`src/hdl/nrmc_pkg.sv`:
```
// Shared types, character codes and constant tables for the RMC position parser.
// Used by nrmc_deg_conv and nmea_rmc_position_parser_core; no dependencies.
`default_nettype none

package nrmc_pkg;

	localparam int LINE_MAX_DEF    = 128;
	localparam int FRAC_DIGITS_DEF = 4;

	localparam int ACC_W      = 28;
	localparam int FRAC_CNT_W = 3;
	localparam int LAT_W      = 31;
	localparam int LON_W      = 32;
	localparam int PREFIX_LEN = 6;

	localparam logic [ACC_W-1:0] ACC_MAX   = '1;
	localparam logic [31:0]      LAT_LIMIT = 32'd900000000;
	localparam logic [31:0]      LON_LIMIT = 32'd1800000000;

	// character codes
	localparam logic [7:0] CH_NUL   = 8'h00;
	localparam logic [7:0] CH_TAB   = 8'h09;
	localparam logic [7:0] CH_NL    = 8'h0a;
	localparam logic [7:0] CH_VT    = 8'h0b;
	localparam logic [7:0] CH_FF    = 8'h0c;
	localparam logic [7:0] CH_CR    = 8'h0d;
	localparam logic [7:0] CH_SPACE = 8'h20;
	localparam logic [7:0] CH_PLUS  = 8'h2b;
	localparam logic [7:0] CH_COMMA = 8'h2c;
	localparam logic [7:0] CH_MINUS = 8'h2d;
	localparam logic [7:0] CH_DOT   = 8'h2e;
	localparam logic [7:0] CH_ZERO  = 8'h30;
	localparam logic [7:0] CH_NINE  = 8'h39;
	localparam logic [7:0] CH_A     = 8'h41;
	localparam logic [7:0] CH_S     = 8'h53;
	localparam logic [7:0] CH_W     = 8'h57;

	// token indexes (counted from zero)
	localparam logic [4:0] FLD_STATUS = 5'd2;
	localparam logic [4:0] FLD_LAT    = 5'd3;
	localparam logic [4:0] FLD_NS     = 5'd4;
	localparam logic [4:0] FLD_LON    = 5'd5;
	localparam logic [4:0] FLD_EW     = 5'd6;
	localparam logic [4:0] MIN_FIELDS = 5'd7;
	localparam logic [4:0] FIELD_SAT  = 5'd31;

	// status token
	localparam logic [1:0] ST_NONE  = 2'd0;
	localparam logic [1:0] ST_A     = 2'd1;
	localparam logic [1:0] ST_OTHER = 2'd2;

	// number reader states
	localparam logic [1:0] NUM_LEAD = 2'd0;
	localparam logic [1:0] NUM_INT  = 2'd1;
	localparam logic [1:0] NUM_FRAC = 2'd2;
	localparam logic [1:0] NUM_STOP = 2'd3;

	typedef struct packed {
		logic [4:0]            field_no;
		logic                  in_token;
		logic                  prefix_ok;
		logic [1:0]            status;
		logic [ACC_W-1:0]      lat_acc;
		logic [ACC_W-1:0]      lon_acc;
		logic [1:0]            num_stage;
		logic [FRAC_CNT_W-1:0] frac_cnt;
		logic                  lat_neg;
		logic                  lon_neg;
		logic                  south;
		logic                  west;
		logic                  text_end;
	} line_state_t;

	localparam line_state_t LINE_CLEAR = '{
		field_no:  '0,
		in_token:  1'b0,
		prefix_ok: 1'b1,
		status:    ST_NONE,
		lat_acc:   '0,
		lon_acc:   '0,
		num_stage: NUM_LEAD,
		frac_cnt:  '0,
		lat_neg:   1'b0,
		lon_neg:   1'b0,
		south:     1'b0,
		west:      1'b0,
		text_end:  1'b0
	};

	// one coordinate handed to the converter at line end
	typedef struct packed {
		logic [ACC_W-1:0] acc;
		logic             neg;
		logic             keep;
	} conv_req_t;

	function automatic logic [63:0] pow10(input logic [3:0] n);
		logic [63:0] v;
		unique case (n)
			4'd0:    v = 64'd1;
			4'd1:    v = 64'd10;
			4'd2:    v = 64'd100;
			4'd3:    v = 64'd1000;
			4'd4:    v = 64'd10000;
			4'd5:    v = 64'd100000;
			4'd6:    v = 64'd1000000;
			4'd7:    v = 64'd10000000;
			4'd8:    v = 64'd100000000;
			4'd9:    v = 64'd1000000000;
			default: v = '0;
		endcase
		return v;
	endfunction

	function automatic logic [7:0] prefix_char(input logic [2:0] i);
		logic [7:0] c;
		unique case (i)
			3'd0:    c = 8'h24; // $
			3'd1:    c = 8'h47; // G
			3'd2:    c = 8'h50; // P
			3'd3:    c = 8'h52; // R
			3'd4:    c = 8'h4d; // M
			3'd5:    c = 8'h43; // C
			default: c = 8'h00;
		endcase
		return c;
	endfunction

endpackage

`default_nettype wire

```
`src/hdl/nrmc_deg_conv.sv`:
```
// Pipelined ddmm.mmmm to 1e-7 degree converter for one coordinate.
// Depends on nrmc_pkg. Eight stages, each stage stalls only when full.
`default_nettype none

module nrmc_deg_conv #(
	parameter int          FRACTION_DIGITS = nrmc_pkg::FRAC_DIGITS_DEF,
	parameter logic [31:0] LIMIT           = nrmc_pkg::LAT_LIMIT,
	parameter int          OUT_W           = nrmc_pkg::LAT_W
) (
	input  logic                clk,
	input  logic                arst_n,
	input  logic                in_valid,
	output logic                in_ready,
	input  nrmc_pkg::conv_req_t req,
	output logic                out_valid,
	input  logic                out_ready,
	output logic [OUT_W-1:0]    value,
	output logic                keep
);
	import nrmc_pkg::*;

	localparam int          NSTAGE      = 8;
	localparam int          RECIP_SHIFT = 40;
	localparam int          QUO_W       = 20;
	localparam int          PROD_W      = 60;
	localparam int          DEG_W       = 44;
	localparam int          MINX_W      = 30;
	localparam logic [63:0] UNIT        = 64'd100 * pow10(4'(FRACTION_DIGITS));
	localparam logic [63:0] RECIP       = (64'd1 << RECIP_SHIFT) / UNIT;
	localparam logic [63:0] SCALE       = pow10(4'(7 - FRACTION_DIGITS));
	localparam logic [63:0] TEN7        = pow10(4'd7);
	// ceil(2^32/15): exact quotient for dividends below 2^28
	localparam logic [63:0] RECIP15     = 64'd286331154;

	logic [NSTAGE:1]   vld_s;
	logic [NSTAGE+1:1] rdy;

	logic [ACC_W-1:0]  acc_s1, acc_s2, acc_s3, qu_s3, rem_s4;
	logic              neg_s1, neg_s2, neg_s3, neg_s4, neg_s5, neg_s6, neg_s7;
	logic              keep_s1, keep_s2, keep_s3, keep_s4, keep_s5, keep_s6, keep_s7, keep_s8;
	logic [PROD_W-1:0] prod_s2, prod_s6;
	logic [QUO_W-1:0]  quo_s3, quo_s4;
	logic [DEG_W-1:0]  degu_s5, degu_s6;
	logic [MINX_W-1:0] minx_s5;
	logic [OUT_W-1:0]  mag_s7, value_s8;

	logic [47:0]       qu_full;
	logic [ACC_W:0]    rem0, rem1;
	logic [55:0]       minx_full;
	logic [DEG_W-1:0]  deg_sum;

	always_comb begin
		rdy[NSTAGE+1] = out_ready;
		for (int k = NSTAGE; k >= 1; k--) begin
			rdy[k] = !vld_s[k] || rdy[k+1];
		end
	end

	assign in_ready  = rdy[1];
	assign out_valid = vld_s[NSTAGE];
	assign value     = value_s8;
	assign keep      = keep_s8;

	always_ff @(posedge clk or negedge arst_n) begin
		if (!arst_n) begin
			vld_s <= '0;
		end else begin
			if (rdy[1]) begin
				vld_s[1] <= in_valid;
			end
			for (int k = 2; k <= NSTAGE; k++) begin
				if (rdy[k]) begin
					vld_s[k] <= vld_s[k-1];
				end
			end
		end
	end

	assign qu_full   = 48'(prod_s2[RECIP_SHIFT +: QUO_W]) * 48'(UNIT);
	assign rem0      = {1'b0, acc_s3} - {1'b0, qu_s3};
	assign rem1      = rem0 - (ACC_W+1)'(UNIT);
	assign minx_full = 56'(rem_s4) * 56'(SCALE);
	assign deg_sum   = degu_s6 + DEG_W'(prod_s6[PROD_W-1:32]);

	always_ff @(posedge clk) begin
		if (rdy[1]) begin
			acc_s1  <= req.acc;
			neg_s1  <= req.neg;
			keep_s1 <= req.keep;
		end
		// degrees estimate by reciprocal, at most one short
		if (rdy[2]) begin
			prod_s2 <= PROD_W'(acc_s1) * PROD_W'(RECIP);
			acc_s2  <= acc_s1;
			neg_s2  <= neg_s1;
			keep_s2 <= keep_s1;
		end
		if (rdy[3]) begin
			quo_s3  <= prod_s2[RECIP_SHIFT +: QUO_W];
			qu_s3   <= qu_full[ACC_W-1:0];
			acc_s3  <= acc_s2;
			neg_s3  <= neg_s2;
			keep_s3 <= keep_s2;
		end
		if (rdy[4]) begin
			if (!rem1[ACC_W]) begin
				quo_s4 <= quo_s3 + QUO_W'(1);
				rem_s4 <= rem1[ACC_W-1:0];
			end else begin
				quo_s4 <= quo_s3;
				rem_s4 <= rem0[ACC_W-1:0];
			end
			neg_s4  <= neg_s3;
			keep_s4 <= keep_s3;
		end
		if (rdy[5]) begin
			degu_s5 <= DEG_W'(quo_s4) * DEG_W'(TEN7);
			minx_s5 <= minx_full[MINX_W-1:0];
			neg_s5  <= neg_s4;
			keep_s5 <= keep_s4;
		end
		// minutes / 60 as (x/4)/15
		if (rdy[6]) begin
			prod_s6 <= PROD_W'(minx_s5[MINX_W-1:2]) * PROD_W'(RECIP15);
			degu_s6 <= degu_s5;
			neg_s6  <= neg_s5;
			keep_s6 <= keep_s5;
		end
		if (rdy[7]) begin
			mag_s7  <= (deg_sum > DEG_W'(LIMIT)) ? OUT_W'(LIMIT) : deg_sum[OUT_W-1:0];
			neg_s7  <= neg_s6;
			keep_s7 <= keep_s6;
		end
		if (rdy[8]) begin
			if (!keep_s7) begin
				value_s8 <= '0;
			end else if (neg_s7) begin
				value_s8 <= -mag_s7;
			end else begin
				value_s8 <= mag_s7;
			end
			keep_s8 <= keep_s7;
		end
	end

	a_rem_below_unit: assert property (@(posedge clk) disable iff (!arst_n)
		vld_s[4] |-> (64'(rem_s4) < UNIT))
		else $error("remainder not reduced below one degree");

	a_mag_limited: assert property (@(posedge clk) disable iff (!arst_n)
		vld_s[7] |-> (mag_s7 <= OUT_W'(LIMIT)))
		else $error("magnitude above limit");

	a_zero_when_dropped: assert property (@(posedge clk) disable iff (!arst_n)
		(out_valid && !keep) |-> (value == '0))
		else $error("non-zero value on invalid fix");

endmodule

`default_nettype wire

```
`src/hdl/nmea_rmc_position_parser_core.sv`:
```
// NMEA RMC position parser: byte stream in, one fix result per line out.
//
// s_* carries received characters, one per beat. A line ends at a newline
// (not part of the line) or once LINE_MAX-1 characters are in. Each line end
// gives exactly one beat on m_*: fix_valid plus latitude and longitude in
// 1e-7 degree (zero when the line is not a valid $GPRMC with status A).
//
// Throughput: one character per cycle while s_tready is high, line ends
// included. Per-character work is a single register stage of parse state;
// the degree conversion is an eight-stage pipeline per coordinate (one
// reciprocal multiply with a correction step for the degree split, one
// for minutes/60). The result of a line is registered through all eight
// conversion stages before it reaches m_tdata.
// Stall: each conversion stage holds only while the one after it is full, so
// up to eight results queue before s_tready drops.
// Reset: parse state returns to the start of a line and the pipeline empties.
// Depends on nrmc_pkg and nrmc_deg_conv.
`default_nettype none

module nmea_rmc_position_parser_core #(
	parameter int LINE_MAX        = nrmc_pkg::LINE_MAX_DEF,
	parameter int FRACTION_DIGITS = nrmc_pkg::FRAC_DIGITS_DEF
) (
	input  logic        clk,
	input  logic        arst_n,
	input  logic        s_tvalid,
	output logic        s_tready,
	input  logic [7:0]  s_tdata,   // [7:0] rx_byte
	output logic        m_tvalid,
	input  logic        m_tready,
	output logic [63:0] m_tdata    // [0] fix_valid, [31:1] latitude, [63:32] longitude
);
	import nrmc_pkg::*;

	localparam int          POS_W  = $clog2(LINE_MAX);
	localparam logic [63:0] TEN_FD = pow10(4'(FRACTION_DIGITS));

	logic [POS_W-1:0]      pos_q;
	line_state_t           line_q, fed, src;

	logic                  accept, is_nl, at_limit, line_end, fix_ok;
	logic                  first, digit, skip;
	logic [4:0]            idx;
	logic [3:0]            dval;
	logic [ACC_W-1:0]      acc_v;
	logic                  neg_v;
	logic [1:0]            stage_v;
	logic [FRAC_CNT_W-1:0] frac_v, frac_nxt;
	logic [31:0]           sum_int, sum_frac;

	conv_req_t             lat_req, lon_req;
	logic                  lat_rdy, lon_rdy, lat_ov, lon_ov, lat_keep, lon_keep;
	logic [LAT_W-1:0]      lat_val;
	logic [LON_W-1:0]      lon_val;

	assign is_nl    = (s_tdata == CH_NL);
	assign at_limit = (pos_q == POS_W'(LINE_MAX - 2));
	assign accept   = s_tvalid && s_tready;
	assign line_end = is_nl || at_limit;

	// next line state for one character (newline excluded)
	always_comb begin
		fed      = line_q;
		first    = 1'b0;
		skip     = 1'b0;
		digit    = (s_tdata >= CH_ZERO) && (s_tdata <= CH_NINE);
		dval     = s_tdata[3:0];
		idx      = 5'(line_q.field_no - 5'd1);
		acc_v    = '0;
		neg_v    = 1'b0;
		stage_v  = NUM_LEAD;
		frac_v   = '0;
		frac_nxt = '0;
		sum_int  = '0;
		sum_frac = '0;
		if (!line_q.text_end) begin
			if (s_tdata == CH_NUL) begin
				fed.text_end = 1'b1;
				if (pos_q < POS_W'(PREFIX_LEN)) begin
					fed.prefix_ok = 1'b0;
				end
			end else begin
				if (pos_q < POS_W'(PREFIX_LEN) && s_tdata != prefix_char(pos_q[2:0])) begin
					fed.prefix_ok = 1'b0;
				end
				if (s_tdata == CH_COMMA) begin
					fed.in_token = 1'b0;
				end else begin
					if (!line_q.in_token) begin
						first          = 1'b1;
						fed.in_token   = 1'b1;
						fed.num_stage  = NUM_LEAD;
						fed.frac_cnt   = '0;
						if (line_q.field_no < FIELD_SAT) begin
							fed.field_no = line_q.field_no + 5'd1;
						end
					end
					idx = 5'(fed.field_no - 5'd1);

					// number reader, shared by both coordinates
					acc_v   = (idx == FLD_LON) ? fed.lon_acc : fed.lat_acc;
					neg_v   = (idx == FLD_LON) ? fed.lon_neg : fed.lat_neg;
					stage_v = fed.num_stage;
					frac_v  = fed.frac_cnt;
					if (stage_v == NUM_LEAD) begin
						if (s_tdata == CH_TAB || s_tdata == CH_VT || s_tdata == CH_FF ||
						    s_tdata == CH_CR || s_tdata == CH_SPACE) begin
							skip = 1'b1;
						end else if (s_tdata == CH_PLUS) begin
							stage_v = NUM_INT;
							skip    = 1'b1;
						end else if (s_tdata == CH_MINUS) begin
							neg_v   = 1'b1;
							stage_v = NUM_INT;
							skip    = 1'b1;
						end else begin
							stage_v = NUM_INT;
						end
					end
					frac_nxt = frac_v + FRAC_CNT_W'(1);
					sum_int  = (32'(acc_v) << 3) + (32'(acc_v) << 1) +
					           32'(dval) * 32'(TEN_FD);
					sum_frac = 32'(acc_v) + 32'(dval) *
					           32'(pow10(4'(FRACTION_DIGITS) - 4'(frac_nxt)));
					if (!skip) begin
						if (stage_v == NUM_INT) begin
							if (digit) begin
								acc_v = (sum_int > 32'(ACC_MAX)) ? ACC_MAX : sum_int[ACC_W-1:0];
							end else if (s_tdata == CH_DOT) begin
								stage_v = NUM_FRAC;
							end else begin
								stage_v = NUM_STOP;
							end
						end else if (stage_v == NUM_FRAC) begin
							if (digit) begin
								if (frac_v < FRAC_CNT_W'(FRACTION_DIGITS)) begin
									frac_v = frac_nxt;
									acc_v  = (sum_frac > 32'(ACC_MAX)) ? ACC_MAX :
									         sum_frac[ACC_W-1:0];
								end
							end else begin
								stage_v = NUM_STOP;
							end
						end
					end

					unique case (idx)
						FLD_STATUS: fed.status = (first && s_tdata == CH_A) ? ST_A : ST_OTHER;
						FLD_LAT: begin
							fed.lat_acc   = acc_v;
							fed.lat_neg   = neg_v;
							fed.num_stage = stage_v;
							fed.frac_cnt  = frac_v;
						end
						FLD_NS: begin
							if (first) begin
								fed.south = (s_tdata == CH_S);
							end
						end
						FLD_LON: begin
							fed.lon_acc   = acc_v;
							fed.lon_neg   = neg_v;
							fed.num_stage = stage_v;
							fed.frac_cnt  = frac_v;
						end
						FLD_EW: begin
							if (first) begin
								fed.west = (s_tdata == CH_W);
							end
						end
						default: ;
					endcase
				end
			end
		end
	end

	// newline closes on the state as it stands; the length limit after this byte
	assign src    = is_nl ? line_q : fed;
	assign fix_ok = src.prefix_ok && (src.field_no >= MIN_FIELDS) && (src.status == ST_A);

	assign lat_req = '{acc: src.lat_acc, neg: src.lat_neg ^ src.south, keep: fix_ok};
	assign lon_req = '{acc: src.lon_acc, neg: src.lon_neg ^ src.west, keep: fix_ok};

	always_ff @(posedge clk or negedge arst_n) begin
		if (!arst_n) begin
			pos_q  <= '0;
			line_q <= LINE_CLEAR;
		end else if (accept) begin
			if (line_end) begin
				pos_q  <= '0;
				line_q <= LINE_CLEAR;
			end else begin
				pos_q  <= pos_q + POS_W'(1);
				line_q <= fed;
			end
		end
	end

	assign s_tready = lat_rdy && lon_rdy;

	nrmc_deg_conv #(
		.FRACTION_DIGITS (FRACTION_DIGITS),
		.LIMIT           (LAT_LIMIT),
		.OUT_W           (LAT_W)
	) u_lat (
		.clk       (clk),
		.arst_n    (arst_n),
		.in_valid  (s_tvalid && line_end),
		.in_ready  (lat_rdy),
		.req       (lat_req),
		.out_valid (lat_ov),
		.out_ready (m_tready),
		.value     (lat_val),
		.keep      (lat_keep)
	);

	nrmc_deg_conv #(
		.FRACTION_DIGITS (FRACTION_DIGITS),
		.LIMIT           (LON_LIMIT),
		.OUT_W           (LON_W)
	) u_lon (
		.clk       (clk),
		.arst_n    (arst_n),
		.in_valid  (s_tvalid && line_end),
		.in_ready  (lon_rdy),
		.req       (lon_req),
		.out_valid (lon_ov),
		.out_ready (m_tready),
		.value     (lon_val),
		.keep      (lon_keep)
	);

	assign m_tvalid = lat_ov && lon_ov;
	assign m_tdata  = {lon_val, lat_val, lat_keep && lon_keep};

	a_lockstep: assert property (@(posedge clk) disable iff (!arst_n)
		(lat_rdy == lon_rdy) && (lat_ov == lon_ov))
		else $error("coordinate pipelines out of step");

	a_newline_restarts: assert property (@(posedge clk) disable iff (!arst_n)
		(accept && is_nl) |=> (pos_q == '0) && (line_q == LINE_CLEAR))
		else $error("line state not cleared after newline");

	a_limit_restarts: assert property (@(posedge clk) disable iff (!arst_n)
		(accept && at_limit) |=> (pos_q == '0))
		else $error("line length limit not honoured");

endmodule

`default_nettype wire

```
`config.mk`:
```
export PLATFORM = sky130hd
export DESIGN_NAME = nmea_rmc_position_parser_core
export DESIGN_NICKNAME = d
export VERILOG_FILES = /design/src/hdl/nrmc_pkg.sv /design/src/hdl/nrmc_deg_conv.sv /design/src/hdl/nmea_rmc_position_parser_core.sv
export SDC_FILE = /design/constraint.sdc
export NUM_CORES = 2
export LEC_CHECK = 0
export BUFFER_PORTS_ARGS = -buffer_cell sky130_fd_sc_hd__buf_2
export CORE_ASPECT_RATIO = 0.7
export CORE_MARGIN = 2
export CORE_UTILIZATION = 45
export CTS_BUF_LIST = sky130_fd_sc_hd__clkbuf_4 sky130_fd_sc_hd__clkbuf_8
export CTS_CLUSTER_DIAMETER = 120
export DETAILED_ROUTE_END_ITERATION = 12
export PLACE_DENSITY = 0.61
export SYNTH_ARGS = -nofsm -noshare
export SYNTH_HDL_FRONTEND = slang
export SYNTH_SLANG_ARGS = --single-unit
```
`constraint.sdc`:
```
create_clock -name clk -period 7.9 [get_ports clk]
set_input_delay 0 -clock clk [delete_from_list [all_inputs] [get_ports clk]]
set_output_delay 0 -clock clk [all_outputs]
set_load 0.01 [all_outputs]
```
; Word-level counts from Yosys, hierarchy flattened
; Memories as Yosys holds them, arrays and structs flattened.
; Cells that the tools add are included.
[totals]
reg_bits = 970
mem_bits_ro = 480
out_inout_bits = 66
wordCells = 298
n_memories = 1
[mem_list]
columns = memory, depth, word_bits, read_ports, rd_ports_with_merged_regs, write_ports, line
row1 = (no name shown), 16, 30, 1, 0, 0, nrmc_pkg.sv:99  ; unique case (n)
[op_classes]
addsub = 18
mul = 12
magnitude_cmp = 10
n_eq_ne = 28
n_mux = 86
bitwise = 2
reduce_logical = 51
[op_table]
columns = cell, count
row1 = 2-to-1 mux 28 bit, 13
row2 = 2-to-1 mux 75 bit, 3
row3 = 2-to-1 mux 67 bit, 2
row4 = 2-to-1 mux 32 bit, 4
row5 = "multiplier 27 x 28 -> 55 bit, second input constant", 2
row6 = "multiplier 28 x 21 -> 49 bit, second input constant", 2
row7 = adder 44 x 25 -> 44 bit, 2
row8 = "> comparator 32 x 28 -> 1 bit, second input constant", 2
row9 = subtractor 28 x 28 -> 29 bit, 2
row10 = "subtractor 29 x 20 -> 29 bit, second input constant", 2
row11 = "multiplier 28 x 7 -> 27 bit, second input constant", 2
row12 = "multiplier 10 x 17 -> 27 bit, second input constant", 2
row13 = "> comparator 44 x 30 -> 1 bit, second input constant", 1
row14 = "> comparator 44 x 31 -> 1 bit, second input constant", 1
row15 = "multiplier 9 x 14 -> 22 bit, second input constant", 2
row16 = one-hot mux 7 bit (6 select lines), 1
row17 = "equality test 8 x 4 -> 1 bit, second input constant", 5
row18 = "equality test 8 x 6 -> 1 bit, second input constant", 5
row19 = 2-to-1 mux 5 bit, 7
row20 = adder 28 x 32 -> 32 bit, 1
row21 = adder 31 x 29 -> 32 bit, 1
row22 = adder 32 x 18 -> 32 bit, 1
row23 = multiplier 4 x 32 -> 32 bit, 1
row24 = negation 32 bit, 1
row25 = 40 further kinds, 142

; Logic depth before layout (Yosys ltp)
; An unclocked memory read counts as a cell.
[depth]
depth_word = 27
depth_mapped = 32
ltp_nobuf = 28

; Modules after synthesis
; Synthesis repeated with hierarchy kept, for this count alone.
[hier_totals]
cells_unflattened = 8323
hier_area_um2 = 88662.5
[modules_own_cells]
columns = mod, n_inst, cells_per_inst, area_each_um2, seq_area_each_um2
row1 = nrmc_deg_conv at u_lat, 1, 3426, 38453.1, 10440.0
row2 = nrmc_deg_conv at u_lon, 1, 3277, 37537.3, 10500.1
row3 = nmea_rmc_position_parser_core, 1, 1620, 12672.2, 2053.2

; Worst setup path before layout
; No wires, ideal clock.
[synth_timing]
path_kind = register to register
from = register line_q[69] (netlist name)
to = register u_lon.acc_s1[27], data pin
arrival_ps = 7221
t_required_ps = 7627
path_slack_ps = 406
path_stages_with_launch = 29
n_path_buf = 4
synth_period_minus_slack_ps = 7494
path_cell_list = dfrtp_1 -> clkbuf_1 -> buf_1 -> nand2_1 -> inv_1 -> ha_1 -> inv_1 -> ha_1 -> and2_1 -> nor2_1 -> clkbuf_1 -> nand3_1 -> fa_1 -> fa_1 -> fa_1 -> inv_1 -> ha_1 -> nor2b_1 -> o31a_1 -> o21a_1 -> a311o_1 -> o21ai_0 -> a211oi_1 -> a221o_1 -> mux2_2 -> nand4_1 -> buf_2 -> a221oi_1 -> o21ai_0
[synth_lines]
columns = element, line
row1 = "start, declared", nmea_rmc_position_parser_core.sv:39  ; line_state_t line_q, fed, src;
row2 = "start signal, assigned", nmea_rmc_position_parser_core.sv:188  ; line_q <= LINE_CLEAR;
row3 = "start signal, assigned", nmea_rmc_position_parser_core.sv:192  ; line_q <= LINE_CLEAR;
row4 = "start signal, assigned", nmea_rmc_position_parser_core.sv:195  ; line_q <= fed;
row5 = "end signal, assigned", nrmc_deg_conv.sv:87  ; acc_s1 <= req.acc;
row6 = "end, declared", nrmc_deg_conv.sv:38  ; logic [ACC_W-1:0] acc_s1, acc_s2, acc_s3, qu_s3, rem_s4;

; Worst setup path in the final report
[layout_timing]
from = register u_lat.minx_s5[10]
to = register u_lat.prod_s6[56], data pin
[layout_via]
elab_chain_cells = 1
[layout_lines]
columns = element, line
row1 = "start, declared", nrmc_deg_conv.sv:44  ; logic [MINX_W-1:0] minx_s5;
row2 = "start signal, assigned", nrmc_deg_conv.sv:118  ; minx_s5 <= minx_full[MINX_W-1:0];
row3 = multiplier 27 x 28 -> 55 bit, nrmc_deg_conv.sv:124  ; prod_s6 <= PROD_W'(minx_s5[MINX_W-1:2]) * PROD_W'(RECIP15);
row4 = "end signal, assigned", nrmc_deg_conv.sv:124
row5 = "end, declared", nrmc_deg_conv.sv:41  ; logic [PROD_W-1:0] prod_s2, prod_s6;
; No other way between the ends.
; A chain may end at the register's enable or synchronous reset.

==> impl_results.md <==
- CTS Sinks: 782
- Critical path fanouts, max: 4
- RSZ-0062 raised after global routing: no
- Metal-1 WL: 99800 um
- Final hold violations: 0
- CP Cell Sequence: ha_1 > ha_1 > inv_1 > fa_1 > inv_1 > fa_1 > inv_1 > fa_1 > inv_1 > fa_1 > ha_1 > nand4_1 > or4_1 > a2111o_1 > a31oi_1 > o41ai_1 > a2111oi_1 > buf_4 > o2111ai_1 > nand2_1 > a41oi_1 > a21boi_0 > xor2_1
- Yosys warning count: 0
- FF+latch count, synth: slightly below 800
- Routed len/inst: 17.4 um
- Crit path kind: flip-flop to flip-flop
- # fillers: roughly 18000
- Area of the core: 0.194 mm^2
- Vias in the first global route: 60080
- Share of synthesized registers carrying an async set or reset: 0.125
- Root Driver: clkbuf_8
- Area grow syn2layout: 8.04%
- CP endpoint kind: flip-flop
- CTS Buf Count: 143
- Crit path buf inv count: 5
- Worst-path clk slew: 0.06 ns
- Final setup fails: 0
- Hpwl dp: 163000 um
- Mux contribution to synthesized area: 0.00817
- Top sig layer: met5
- Distinct cells, synth: 94
- Port Buffer Count: 77
- R2r setup slk: 0.43 ns
- Relative slew slack: 0.180
- Worst Path Required: about 8.5 ns
- Final Cycle Share: 0.946
- Slew Viols, Final: 0
- Largest net degree at the start of global routing: 69
- Nets: 10952
- Sequential cell area fraction in the yosys report: 0.261
- Residual DRC: 0
- Hold WC Path Type: primary input to flip-flop
- FMAX: between 100 and 150 MHz
- Router iterations before antenna repair: 6
- DIE HEIGHT: roughly 370 um
- DR vias/cell: 5.17
- Worst slack at placement: 0.0908 ns
- Maxcap violations: 0
- Routed length on met2: 81400 um
- Detailed-route via count: 58115
- Starting DRT DRC Count: about 3600
- Post-Synthesis Cells: 8308
- Clock buffer depth: 4
- Starting Density: 0.454
- Initial antenna violation count: 2
- Post-synthesis compound-gate area fraction: 0.0937
- Post-Syn Area: roughly 0.09 mm^2
- WL final: 196000 um
- Area of the die: between 0.15 and 0.2 mm^2
- Metal3 WL: 10700 um
- Synth Flop Type: edfxtp_1
- Family with the most delay on the worst path: adder cells
- Crit path time final: 7.47 ns
- XOR/XNOR share of the synthesized area: 0.0404
- First-pass GRT wire length: 324000 um
- GRT Overall Usage: 0.201
- Gr ovfl total: 0
- Die X-Extent: 533 um
- Routability cong.: between 0.9 and 1
- Avg Inst Size Synth: 10.6 um^2
- EDFF count, synth: just under 700
- Ports: 78
- H-tree levels: 4
- Row Count: between 100 and 150
- Share of layout cells above drive strength 1: 0.0593
- Main combinational cell family by area after synthesis: adder cells
- Slowest-stage cell, CP: fa_1
- Synthesized-area fraction occupied by adder cells: 0.430
- Worst-margin pin slew: 1.22 ns
- Status: complete, no violations
- Worst-Skew Late Latency: 0.88 ns
- Simple-gate share of the synthesized area: 0.0813
- Crit path DAT: approximately 8 ns
- CTS tree: yes
- CP max stage delay: 0.60 ns
- Setup crit start kind: flip-flop
- Final setup margin: about 0.43 ns
- Setup TNS: 0 ns
- Final Skew: 0.0726 ns
- Final antenna-violating net count: 0
-- worst register-to-register path, stage by stage, from the launching register on --
cell,delay (ns)
edfxtp_1,0.52
ha_1,0.38
ha_1,0.31
inv_1,0.11
fa_1,0.60
inv_1,0.09
fa_1,0.48
inv_1,0.05
fa_1,0.50
inv_1,0.06
fa_1,0.45
ha_1,0.34
nand4_1,0.17
or4_1,0.59
a2111o_1,0.38
a31oi_1,0.40
o41ai_1,0.20
a2111oi_1,0.51
buf_4,0.19
o2111ai_1,0.11
nand2_1,0.18
a41oi_1,0.17
a21boi_0,0.30
xor2_1,0.10
-- per-stage QoR --
stage	std cells	instance area, um^2	hold WS, ns	utilization
after floorplan	8309	88100	-0.296	-
after detailed placement	10986	92100	-0.0177	0.475
after global placement	10986	92100	-0.0129	0.475
after CTS	11240	95100	0.131	0.490
final	11242	95200	0.197	0.491
after global routing	11241	95200	0.159	0.490
-- what timing repair did --
item,4_1_cts,5_1_grt
endpoints found under the setup margin,0,107
setup buffers,0,0
hold buffers,13,0
endpoints found under the hold margin,261,0
resized for setup,0,20
-- path summary, 6_finish.rpt --
kind / startpoint / endpoint / cells after the start
setup / recovery: u_lat.minx_s5[10]$_DFFE_PP_ / u_lat.prod_s6[56]$_DFFE_PP_ / 23
hold / removal: s_tvalid / u_lat.vld_s[1]$_DFFE_PN0P_ / 4
setup reg to reg: u_lat.minx_s5[10]$_DFFE_PP_ / u_lat.prod_s6[56]$_DFFE_PP_ / 23
hold reg to reg: u_lat.acc_s2[7]$_DFFE_PP_ / u_lat.acc_s3[7]$_DFFE_PP_ / 0
max in group asynchronous: arst_n / line_q[25]$_DFFE_PN0P_ / 4
min in group asynchronous: arst_n / line_q[68]$_DFFE_PN1P_ / 3
-- registers in the layout, indices dropped and copies added (netlist names), 25 cells and up --
signal	flops
u_lon.degu_s5	27
u_lat.prod_s6	25
u_lat.value	31
u_lat.acc_s3	28
u_lon.minx_s5	27
u_lon.acc_s3	28
u_lat.acc_s1	28
u_lat.acc_s2	28
u_lon.mag_s7	32
u_lon.acc_s2	28
u_lat.rem_s4	27
u_lat.degu_s5	27
u_lat.mag_s7	31
u_lon.prod_s6	25
u_lat.degu_s6	27
u_lon.rem_s4	27
u_lon.acc_s1	28
u_lon.degu_s6	27
u_lon.value	32
line_q	75
u_lat.minx_s5	27
-- layout make-up --
class                           count  area (um^2)  share of cell area
Multi-Input combinational cell   5517        57600               0.606
Sequential cell                   782        23000               0.242
Inverter                         1912         7180              0.0754
Tap cell                         2603         3260              0.0342
Clock buffer                      177         2270              0.0239
Timing Repair Buffer              185         1240              0.0130
Clock inverter                     64          604             0.00635
Antenna cell                        2         5.00           0.0000526
-- cell families after synthesis --
family	Yosys count
other	1
buffers and inverters	2010
muxes	68
and+or+nand+nor	1399
DFF	782
AOI/OAI and AO/OA	1243
xor gates and xnor gates	406
adders and majority gates	2399
-- cells in the mapped netlist, types with 30 or more instances --
library cell / n / area share
a211oi_1: 49 / 0.0042
a21o_1: 127 / 0.011
a21oi_1: 313 / 0.018
a31oi_1: 35 / 0.0025
and2_1: 115 / 0.0082
and3_1: 64 / 0.0045
clkbuf_1: 73 / 0.0031
dfrtp_1: 97 / 0.028
edfxtp_1: 684 / 0.23
fa_1: 1043 / 0.24
ha_1: 1356 / 0.19
inv_1: 1907 / 0.081
mux2_2: 31 / 0.0040
mux2i_1: 37 / 0.0042
nand2_1: 305 / 0.013
nand2b_1: 75 / 0.0053
nand3_1: 108 / 0.0061
nand4_1: 55 / 0.0039
nor2_1: 294 / 0.013
nor2b_1: 65 / 0.0046
nor3_1: 121 / 0.0069
o21a_1: 69 / 0.0059
o21ai_0: 249 / 0.014
o31ai_1: 52 / 0.0044
or2_2: 30 / 0.0021
or3_1: 40 / 0.0028
xnor2_1: 289 / 0.029
xor2_1: 117 / 0.012
-- routing by layer --
metal / vias up / GRT usage
met2: 1219 / 0.295
li1: 28225 / -
met5: - / 0
met4: 2 / 0.0422
met3: 204 / 0.0325
met1: 28465 / 0.310
-- cells in the final DEF (no fill, tap or decap), drive strengths merged, types with 49 or more instances in the layout --
master / Yosys / final
nand3: 108 / 108
nand2: 305 / 305
and3: 64 / 64
edfxtp: 684 / 684
a21o: 127 / 127
fa: 1043 / 1043
nor2b: 65 / 65
dfrtp: 97 / 97
nor3: 121 / 121
o31ai: 53 / 53
nand2b: 75 / 75
a211oi: 49 / 49
ha: 1356 / 1356
a21oi: 315 / 315
o21a: 69 / 69
nor2: 294 / 294
o21ai: 258 / 258
buf: 24 / 173
and2: 116 / 116
nand4: 55 / 55
xnor2: 289 / 289
xor2: 117 / 117
inv: 1908 / 1909
clkbuf: 74 / 177
Power is left out: the tool's default activity adds up to more than one toggle a clock period on the data nets, which glitch-free logic cannot reach.
